`config.mk`:
```
export PLATFORM = sky130hd
export DESIGN_NAME = inversion_disorder_ratio
export DESIGN_NICKNAME = d
export VERILOG_FILES = /design/src/rtl/core/idr_pkg.sv /design/src/rtl/core/inversion_disorder_ratio.sv
export SDC_FILE = /design/constraint.sdc
export NUM_CORES = 2
export LEC_CHECK = 0
export BUFFER_PORTS_ARGS = -buffer_cell sky130_fd_sc_hd__buf_2
export CAP_MARGIN = 20
export CORE_MARGIN = 1.5
export CORE_UTILIZATION = 30
export CTS_BUF_LIST = sky130_fd_sc_hd__clkbuf_16
export DETAILED_ROUTE_END_ITERATION = 8
export PLACE_DENSITY = 0.4
export RECOVER_POWER = 50
export SLEW_MARGIN = 20
export SYNTH_ARGS = -nofsm -noshare
export SYNTH_HDL_FRONTEND = slang
export SYNTH_SLANG_ARGS = --single-unit
```
`constraint.sdc`:
```
create_clock -name i_clk -period 7 [get_ports i_clk]
set_clock_uncertainty 0.1 [all_clocks]
set_input_delay 0 -clock i_clk [delete_from_list [all_inputs] [get_ports i_clk]]
set_output_delay 0 -clock i_clk [all_outputs]
set_load 0.01 [all_outputs]
```
`src/rtl/core/idr_pkg.sv`:
```
// ---------------------------------------------------------------------------
// Inversion disorder ratio package
// Field widths, defaults and the sequencer state type.
// ---------------------------------------------------------------------------
package idr_pkg;

    localparam int VALUE_W          = 32;
    localparam int INV_W            = 11;
    localparam int LEN_W            = 7;
    localparam int RATIO_W          = 17;
    localparam int DEF_MAX_ELEMENTS = 64;

    typedef enum logic [1:0] {
        ST_IDLE,
        ST_SCAN,
        ST_PAIRS,
        ST_DIV
    } t_idr_state;

endpackage

```
`src/rtl/core/inversion_disorder_ratio.sv`:
```
// ---------------------------------------------------------------------------
// Inversion disorder ratio
// Counts inversion pairs over a sequence and reports the disorder ratio.
// ---------------------------------------------------------------------------
// Input channel (i_valid, o_stall): one signed value per request, i_last on
// the final one. Output channel (o_valid, i_stall): one result per sequence,
// giving the inversion count, the length, the ratio in unsigned Q1.16 and an
// overflow flag when values beyond MAX_ELEMENTS were dropped.
// Each stored value is read back once from the single-port value memory and
// compared against the new one, so o_stall stays high while the values held
// for a request are read back and the new one is written.
// A value that arrives over a full store is dropped and causes no stall unless
// it ends the sequence.
// The final request then passes through a pair-count state and restoring
// division, one quotient bit per cycle, until all 17 bits of the ratio are
// done. A sequence of one value has no pairs and skips the division.
// The result sits in an output register; the next sequence is accepted while
// it waits. If the receiver stalls while a new result is ready, the divider
// holds on its last step until the register frees up.
// Reset clears the counts, the flags and the output valid; the memory is not
// cleared, as only entries already written are ever read.
// ---------------------------------------------------------------------------
module inversion_disorder_ratio #(
    parameter int MAX_ELEMENTS = idr_pkg::DEF_MAX_ELEMENTS
) (
    input  logic                               i_clk,
    input  logic                               i_rst_n,
    input  logic                               i_valid,
    output logic                               o_stall,
    input  logic signed [idr_pkg::VALUE_W-1:0] i_value,
    input  logic                               i_last,
    output logic                               o_valid,
    input  logic                               i_stall,
    output logic        [idr_pkg::INV_W-1:0]   o_inversions,
    output logic        [idr_pkg::LEN_W-1:0]   o_length,
    output logic        [idr_pkg::RATIO_W-1:0] o_ratio,
    output logic                               o_overflow
);
    import idr_pkg::*;

    localparam int CW        = $clog2(MAX_ELEMENTS + 1);
    localparam int AW        = $clog2(MAX_ELEMENTS);
    localparam int MAX_PAIRS = MAX_ELEMENTS * (MAX_ELEMENTS - 1) / 2;
    localparam int IW        = $clog2(MAX_PAIRS + 1);
    localparam int PRW       = 2 * CW;
    localparam int SW        = $clog2(RATIO_W);
    localparam logic [SW-1:0] STEP_LAST = SW'(RATIO_W - 1);
    localparam logic [CW-1:0] COUNT_MAX = CW'(MAX_ELEMENTS);

    logic signed [VALUE_W-1:0] mem [MAX_ELEMENTS];

    t_idr_state r_state, n_state;
    logic [CW-1:0]      r_count, n_count;
    logic [IW-1:0]      r_inv, n_inv;
    logic               r_ovf, n_ovf;
    logic               r_o_valid, n_o_valid;
    logic               r_rd_vld, n_rd_vld;
    logic signed [VALUE_W-1:0] r_val, n_val;
    logic               r_last, n_last;
    logic [CW-1:0]      r_addr, n_addr;
    logic signed [VALUE_W-1:0] r_rd_data;
    logic [IW-1:0]      r_pairs, n_pairs;
    logic [IW-1:0]      r_rem, n_rem;
    logic [RATIO_W-1:0] r_quo, n_quo;
    logic [SW-1:0]      r_step, n_step;
    logic [INV_W-1:0]   r_o_inv, n_o_inv;
    logic [LEN_W-1:0]   r_o_len, n_o_len;
    logic [RATIO_W-1:0] r_o_ratio, n_o_ratio;
    logic               r_o_ovf, n_o_ovf;

    logic               rd_en;
    logic               wr_en;
    logic [CW-1:0]      count_m1;
    logic [PRW-1:0]     pair_prod;
    logic [IW:0]        trial;
    logic [IW:0]        diff;
    logic               ge;
    logic               out_free;
    logic [IW+INV_W-1:0] inv_ext;
    logic [CW+LEN_W-1:0] len_ext;

    assign count_m1  = r_count - 1'b1;
    assign pair_prod = PRW'(r_count) * PRW'(count_m1);
    assign trial     = (r_step == '0) ? {1'b0, r_rem} : {r_rem, 1'b0};
    assign diff      = trial - {1'b0, r_pairs};
    assign ge        = (trial >= {1'b0, r_pairs});
    assign out_free  = !r_o_valid || !i_stall;
    assign inv_ext   = {{INV_W{1'b0}}, r_inv};
    assign len_ext   = {{LEN_W{1'b0}}, r_count};

    always_comb begin
        n_state   = r_state;
        n_count   = r_count;
        n_inv     = r_inv;
        n_ovf     = r_ovf;
        n_o_valid = r_o_valid;
        n_rd_vld  = 1'b0;
        n_val     = r_val;
        n_last    = r_last;
        n_addr    = r_addr;
        n_pairs   = r_pairs;
        n_rem     = r_rem;
        n_quo     = r_quo;
        n_step    = r_step;
        n_o_inv   = r_o_inv;
        n_o_len   = r_o_len;
        n_o_ratio = r_o_ratio;
        n_o_ovf   = r_o_ovf;
        rd_en     = 1'b0;
        wr_en     = 1'b0;

        if (r_o_valid && !i_stall) begin
            n_o_valid = 1'b0;
        end

        unique case (r_state)
            ST_IDLE: begin
                if (i_valid) begin
                    n_val  = i_value;
                    n_last = i_last;
                    n_addr = '0;
                    if (r_count < COUNT_MAX) begin
                        n_state = ST_SCAN;
                    end else begin
                        // Store full: the value is dropped but still may end the sequence.
                        n_ovf = 1'b1;
                        if (i_last) begin
                            n_state = ST_PAIRS;
                        end
                    end
                end
            end
            ST_SCAN: begin
                rd_en = (r_addr < r_count);
                if (rd_en) begin
                    n_addr   = r_addr + 1'b1;
                    n_rd_vld = 1'b1;
                end
                if (r_rd_vld && (r_rd_data > r_val)) begin
                    n_inv = r_inv + 1'b1;
                end
                // Once the read pipeline has drained, the new value goes in behind the rest.
                if (!rd_en && !r_rd_vld) begin
                    wr_en   = 1'b1;
                    n_count = r_count + 1'b1;
                    n_state = r_last ? ST_PAIRS : ST_IDLE;
                end
            end
            ST_PAIRS: begin
                n_pairs = (r_count < CW'(2)) ? '0 : pair_prod[IW:1];
                n_rem   = r_inv;
                n_quo   = '0;
                n_step  = '0;
                n_state = ST_DIV;
            end
            ST_DIV: begin
                if ((r_pairs == '0) || (r_step == STEP_LAST)) begin
                    if (out_free) begin
                        n_o_valid = 1'b1;
                        n_o_inv   = inv_ext[INV_W-1:0];
                        n_o_len   = len_ext[LEN_W-1:0];
                        n_o_ratio = (r_pairs == '0) ? '0 : {r_quo[RATIO_W-2:0], ge};
                        n_o_ovf   = r_ovf;
                        n_count   = '0;
                        n_inv     = '0;
                        n_ovf     = 1'b0;
                        n_state   = ST_IDLE;
                    end
                end else begin
                    n_quo  = {r_quo[RATIO_W-2:0], ge};
                    n_rem  = ge ? diff[IW-1:0] : trial[IW-1:0];
                    n_step = r_step + 1'b1;
                end
            end
            default: begin
                n_state = ST_IDLE;
            end
        endcase
    end

    always_ff @(posedge i_clk) begin
        if (!i_rst_n) begin
            r_state <= ST_IDLE;
        end else begin
            r_state <= n_state;
        end
    end

    always_ff @(posedge i_clk) begin
        if (!i_rst_n) begin
            r_count   <= '0;
            r_inv     <= '0;
            r_ovf     <= 1'b0;
            r_o_valid <= 1'b0;
            r_rd_vld  <= 1'b0;
        end else begin
            r_count   <= n_count;
            r_inv     <= n_inv;
            r_ovf     <= n_ovf;
            r_o_valid <= n_o_valid;
            r_rd_vld  <= n_rd_vld;
        end
    end

    always_ff @(posedge i_clk) begin
        r_val     <= n_val;
        r_last    <= n_last;
        r_addr    <= n_addr;
        r_pairs   <= n_pairs;
        r_rem     <= n_rem;
        r_quo     <= n_quo;
        r_step    <= n_step;
        r_o_inv   <= n_o_inv;
        r_o_len   <= n_o_len;
        r_o_ratio <= n_o_ratio;
        r_o_ovf   <= n_o_ovf;
    end

    always_ff @(posedge i_clk) begin
        if (wr_en) begin
            mem[r_count[AW-1:0]] <= r_val;
        end
    end

    always_ff @(posedge i_clk) begin
        if (rd_en) begin
            r_rd_data <= mem[r_addr[AW-1:0]];
        end
    end

    assign o_stall      = (r_state != ST_IDLE);
    assign o_valid      = r_o_valid;
    assign o_inversions = r_o_inv;
    assign o_length     = r_o_len;
    assign o_ratio      = r_o_ratio;
    assign o_overflow   = r_o_ovf;

endmodule

```
======== Word-level counts from Yosys, hierarchy flattened ========
Memory sizes are Yosys's and may differ from the RTL's. A register that Yosys moved wholly into a read port is not among the register bits.
Cells that the tools add are included.
word-level totals
  bits in registers ....................... 142
  RAM bits ................................ 2048
  input bits .............................. 37
  memories ................................ 1
memories
  memory  depth  bits a word  rd ports  clocked after Yosys merged registers in  write ports  line                            source
  mem     64     32           1         1                                        1            inversion_disorder_ratio.sv:50  logic signed [VALUE_W-1:0] mem [MAX_ELEMENTS];
operators by class
  add/subtract/negate cells ............... 6
  multiply operators ...................... 1
  order comparisons ....................... 5
  eq/ne operators ......................... 13
  multiplexer cells ....................... 42
  reductions and logical operators ........ 26
operators by type and width
  operator                 number
  $mux W11                 5
  $pmux W11 S2             2
  $mux W7                  5
  $gt A32 B32 Y1           1
  $pmux W16 S2             1
  $pmux W7 S2              2
  $mux W16                 1
  $ne A2 B2 Y1 const B     8
  $add A7 B1 Y7 const B    2
  $mux W1                  14
  $mux W2                  7
  $ge A12 B11 Y1           1
  $mul A7 B7 Y12           1
  $mux W12                 1
  $add A11 B1 Y11 const B  1
  $logic_not A11 Y1        1
  $sub A11 B11 Y11         1
  $pmux W5 S2              1
  $reduce_and A5 Y1        2
  $reduce_bool A2 Y1       5
  $pmux W2 S4              1
  $reduce_and A4 Y1        2
  $lt A7 B2 Y1 const B     1
  $lt A7 B7 Y1             1
  16 further kinds         26

======== Longest topological paths before layout ========
  word-level depth ........................ 7
  mapped depth ............................ 21
  mapped depth without buffers ............ 20

======== Least setup slack after synthesis ========
No wires, ideal clock.
  path kind ............................... reg2reg
  from .................................... register r_count[0]
  to ...................................... register r_pairs[10], data pin
  data arrival time ....................... 4.705 ns
  setup slack ............................. 1.929 ns
  stages on the path, launching flop included .. 20
  buffers on the path ..................... 1
  period minus slack after synthesis ...... 5.071 ns
  cells stage by stage .................... dfxtp_1 > clkbuf_1 > inv_2 > ha_1 > inv_1 > ha_1 > nand2b_1 > fa_1 > fa_1 > inv_1 > fa_1 > inv_1 > fa_1 > inv_1 > ha_1 > o21a_1 > o41ai_1 > o21ai_0 > xnor2_1 > nor2_1
on the way
  cells in the longest elaborated chain, start to end .. 2
ends and longest elaborated chain
  item                    line                             source
  from (decl)             inversion_disorder_ratio.sv:53   logic [CW-1:0] r_count, n_count;
  from (signal assigned)  inversion_disorder_ratio.sv:197  r_count <= n_count;
  $sub A7 B1 Y7           inversion_disorder_ratio.sv:82   assign count_m1 = r_count - 1'b1;
  $mul A7 B7 Y12          inversion_disorder_ratio.sv:83   assign pair_prod = PRW'(r_count) * PRW'(count_m1);
  to (signal assigned)    inversion_disorder_ratio.sv:209  r_pairs <= n_pairs;
  to (decl)               inversion_disorder_ratio.sv:62   logic [IW-1:0] r_pairs, n_pairs;
Parallel ways exist; a longest one is shown, timed or not.
A chain may end at the register's enable or synchronous reset.

======== Worst setup path in the final report ========
  from .................................... register r_val[17]
  to ...................................... register r_inv[2]
on the way
  cells in the longest elaborated chain, start to end .. 4
ends and longest elaborated chain
  item                         line                             source
  from (decl)                  inversion_disorder_ratio.sv:58   logic signed [VALUE_W-1:0] r_val, n_val;
  from (signal assigned)       inversion_disorder_ratio.sv:206  r_val <= n_val;
  $gt A32 B32 Y1               inversion_disorder_ratio.sv:139  if (r_rd_vld && (r_rd_data > r_val)) begin
  $logic_and A1 B1 Y1          inversion_disorder_ratio.sv:139
  $ne A2 B2 Y1 (no line)       -
  $reduce_and A4 Y1 (no line)  -
  to (signal assigned)         inversion_disorder_ratio.sv:198  r_inv <= n_inv;
  to (decl)                    inversion_disorder_ratio.sv:54   logic [IW-1:0] r_inv, n_inv;
No other way between the ends.

==> summary.md <==
| Metric | Value |
|---|---|
| Ratio of cells with drive above 1 in the final layout | 28.35% |
| CTS tree | done |
| Clock network fraction of total power | between 30% and 40% |
| Leading cell types by total area after synthesis | edfxtp_1 76%, mux4_2 17%, ha_1 1.2% |
| Final routed wirelength across all metal layers | 236200 microns |
| Final weighted congestion in routability-driven placement | 0.7360 |
| Final cycle utilization of the critical path | 81.92% |
| Count of unique library cells instantiated by Yosys | between 50 and 60 |
| Final Cell Area | 101100 sq um |
| Count of vias placed by the detailed router | 39630 |
| Total gr overflow | 0 |
| Clock-pin slew of the registers on the worst-case setup and hold paths | 0.06 ns |
| PostCTS Resize Cnt | 0 |
| Fin. max-slew vios | 1955 |
| Number of sinks on the clock net | 2222 |
| Overall die height | 541.4 microns |
| Most used cells in the layout excluding fill and tap cells | 2199 x edfxtp_1, 672 x mux4_2, 246 x clkbuf_16 |
| Post-detailed-route count of antenna-violating nets | 0 |
| Post-detailed-route DRC marker count | 0 |
| Number of cells on the worst hold path | 6 |
| Number of maximum-capacitance constraint violations | 31 |
| Sequential element share of the synthesized area | 76.46% |
| EDFF count, synth | 2199 |
| Antenna violations before repair | 14 |
| Most common library cell in the layout ignoring fill and taps | edfxtp_1 |
| Accumulated negative setup slack | 0 ns |
| Hold Path End | r_state[1] |
| Area of the die | 293100 sq um |
| Die Wd | 541.4 microns |
| Placeable core region | approximately 290000 sq um |
| Startpoint Class | flop |
| Vias in the first global route | 41810 |
| Mean routed wirelength per cell | 29.10 microns |
| Wire length of the first global-routing pass | 332700 microns |
| Finish-stage setup viols | 0 |
| Crit path required time | about 7.7 ns |
| Worst min path class | in2reg |
| Post-Synthesis Cells | 3745 |
| Reg2reg path depth | 11 |
| Setup CP Type | reg2reg |
| Post-DP HPWL | 134900 microns |
| Number of H-tree levels | 4 |
| Violated checks | capacitance limit, slew limit |
| Normalized max-slew margin | -168.0% |
| Result of the run | finished with violations |
| Number of hold-slack violations in the final timing report | 0 |
| Part of the power in registers | 48.1% |
| Multi-input gate area | 19910 sq um |
| Post-synthesis register bit count | 2222 |
| Leading area contributor after synthesis | edfxtp_1 |
| Clock latency on the worst-skew pair | 0.89 ns |
| Combinational group share of total power | 13.2% |
| Startpoint of the worst setup timing path | r_val[17] |
| Number of buffers inserted by port buffering | 74 |
| Worst slew pin tran | roughly 4.0 ns |
| Clock Tree Root | clkbuf_16 |
| Boundary pin count | 75 |
| Total routing resource utilization after global routing | 16.07% |
| Filler cell count | 26652 |
| Nets in the synthesized netlist | 3891 |
| First-pass DRT Iterations | 4 |
| Number of warnings issued by yosys | 0 |
| Critical register-to-register path startpoint | r_val[17] |
| Unrepaired setup endpoints after global routing | no |
| Async SR Flop Fraction | 0% |
| Hold Crit Start | i_valid |
| Initial core utilization | 30.18% |
| Layout Nets | 4272 |
| Max IR drop VDD | 0.2153 mV |
| Cell-internal power | 23.58 mW |
| Largest driver fanout on the critical path | 65 |
| Area growth syn-to-layout | 16.25% |
| TritonCTS Buffers | around 250 |
| Net switching power | 7.654 mW |
| Crit. End Element | flop |
| Ratio of routed vias to standard cells | 4.883 |
| Power per standard cell area | 309.0 nW/um^2 |
| Switching share of power | 24.50% |
| Placement row count | 197 |
| First DRT Iteration DRCs | 3395 |
| Worst path arrival time | 6.41 ns |
| Longest Clk Path Bufs | 4 |
| Clock period minus final worst setup slack | around 5.7 ns |
| Primary FF master, synth | edfxtp_1 |
| Reg-to-reg endpoint | r_inv[2] |
| F_max | ~170 MHz |
| Avg Inst Size Synth | 23.22 sq um |
| Pin count of the biggest net entering global routing | 125 |
| Combined area of all synthesized cells | 86970 sq um |
| Worst reg-to-reg setup slack | 1.27 ns |
| Placed Area | 93140 sq um |
| Total area of sequential cells | 66490 sq um |
| Proportion of netlist area held by the largest area contributor | 75.93% |
| Static leakage | 31.50 nW |
## Yosys cell counts (3+ instances only)
cell type  number
o21ai_1        11
mux2_2         11
mux4_2        672
nand2_1        51
nor4_1          5
nor3_1         11
nor3b_1         3
xnor2_1        20
and4_1          3
nand3_1        28
buf_4          15
clkbuf_1       98
nor2b_1        10
edfxtp_1     2199
a21oi_1        33
o21a_1          6
o211ai_1        4
and2_1         22
nand2b_1        6
ha_1           85
nand4_1         6
mux2i_1         8
a21o_1         14
or3_1           3
buf_2          35
buf_1          21
nor2_1        149
dfxtp_1        23
and3_1         24
o21ai_0        20
buf_6           4
inv_1          75
fa_1           24
xor2_1         13
o21bai_1        3
nand3b_1        3
## how the worst max path moves through the flow
stage	end
2_1_floorplan	r_pairs[10]
3_3_place_gp	r_pairs[10]
3_5_place_dp	r_pairs[10]
4_1_cts	r_pairs[10]
5_1_grt	r_inv[5]
6_report	r_inv[2]
## critical path: stages (launching register included)
cell and delay (ns):
edfxtp_1 0.32, clkbuf_1 2.03, inv_1 0.15, ha_1 0.42
a21oi_1 0.06, o21ai_0 0.51, a211o_1 0.25, inv_1 0.07
a211oi_2 0.78, o21ai_1 0.50, nor3b_1 0.31, a21o_1 0.10
## logic make-up (layout without fill, tap and decap cells)
group | count (synthesis) | after routing | synth area share (%)
buffers and inverters | 249 | 829 | 1.224
other | 0 | 10 | 0
AND/OR/NAND/NOR | 331 | 331 | 1.781
flip-flops | 2222 | 2222 | 76.46
XOR/XNOR | 33 | 33 | 0.3323
AO/OA/AOI/OAI | 110 | 110 | 0.7899
multiplexers | 691 | 691 | 17.64
adder cells (fa/ha/maj) | 109 | 109 | 1.775
## per-layer routing
metal  routed length (microns)  part of all wire, %  vias up  track usage (%)
li1                          -                    -    16676                -
met1                    106700                   45    21851            22.40
met2                    113000                   48      834            26.09
met3                     12280                  5.2      269            3.203
met4                      4168                  1.8        0            3.243
met5                         0                    0        -                0
## repair_timing
item	CTS	global route
setup buffers	0	0
hold buffers	73	0
endpoints found under the hold margin	76	0
## per-stage QoR
stage          power (mW)  hold slack [ns]  setup WS, ns  utilization (%)  std cells
2_1_floorplan       17.95        -0.001131         1.929                -       3745
3_3_place_gp        19.47          0.07738         1.636            32.32       7587
4_1_cts             31.67          0.04036         1.665            35.15       8106
3_5_place_dp        19.47          0.07812         1.700            32.32       7587
5_1_grt             32.41           0.1177        0.7207            35.08       8108
6_report            31.24           0.1004         1.265            35.09       8116
## final cells by class
cell class / count / area share (%)
sequential: 2222 / 65.77
antenna: 10 / 0.02475
clock inverter: 200 / 1.236
multi-input combinational: 1274 / 19.69
timing repair buffer: 307 / 2.224
inverter: 76 / 0.2822
clock buffer: 246 / 6.089
tap: 3781 / 4.680
## power by group through the flow
stage	clock network, mW	logic [mW]	registers [mW]
after floorplan	0	2.57	15.4
after global placement	0	4.18	15.3
after detailed placement	0	4.19	15.3
after CTS	12.4	4.22	15.0
after global routing	12.9	4.44	15.0
final	12.1	4.13	15.0
## state kept, by name, summed over array words and instances (netlist names), 2 cells and up
signal / flops
r_rd_data: 32
r_quo: 16
r_count: 7
r_inv: 11
r_pairs: 11
r_state: 2
r_addr: 7
o_inversions: 11
r_rem: 11
o_ratio: 17
mem: 2048
o_length: 7
r_val: 32
r_step: 5
Power figures use the tool's default switching activity.
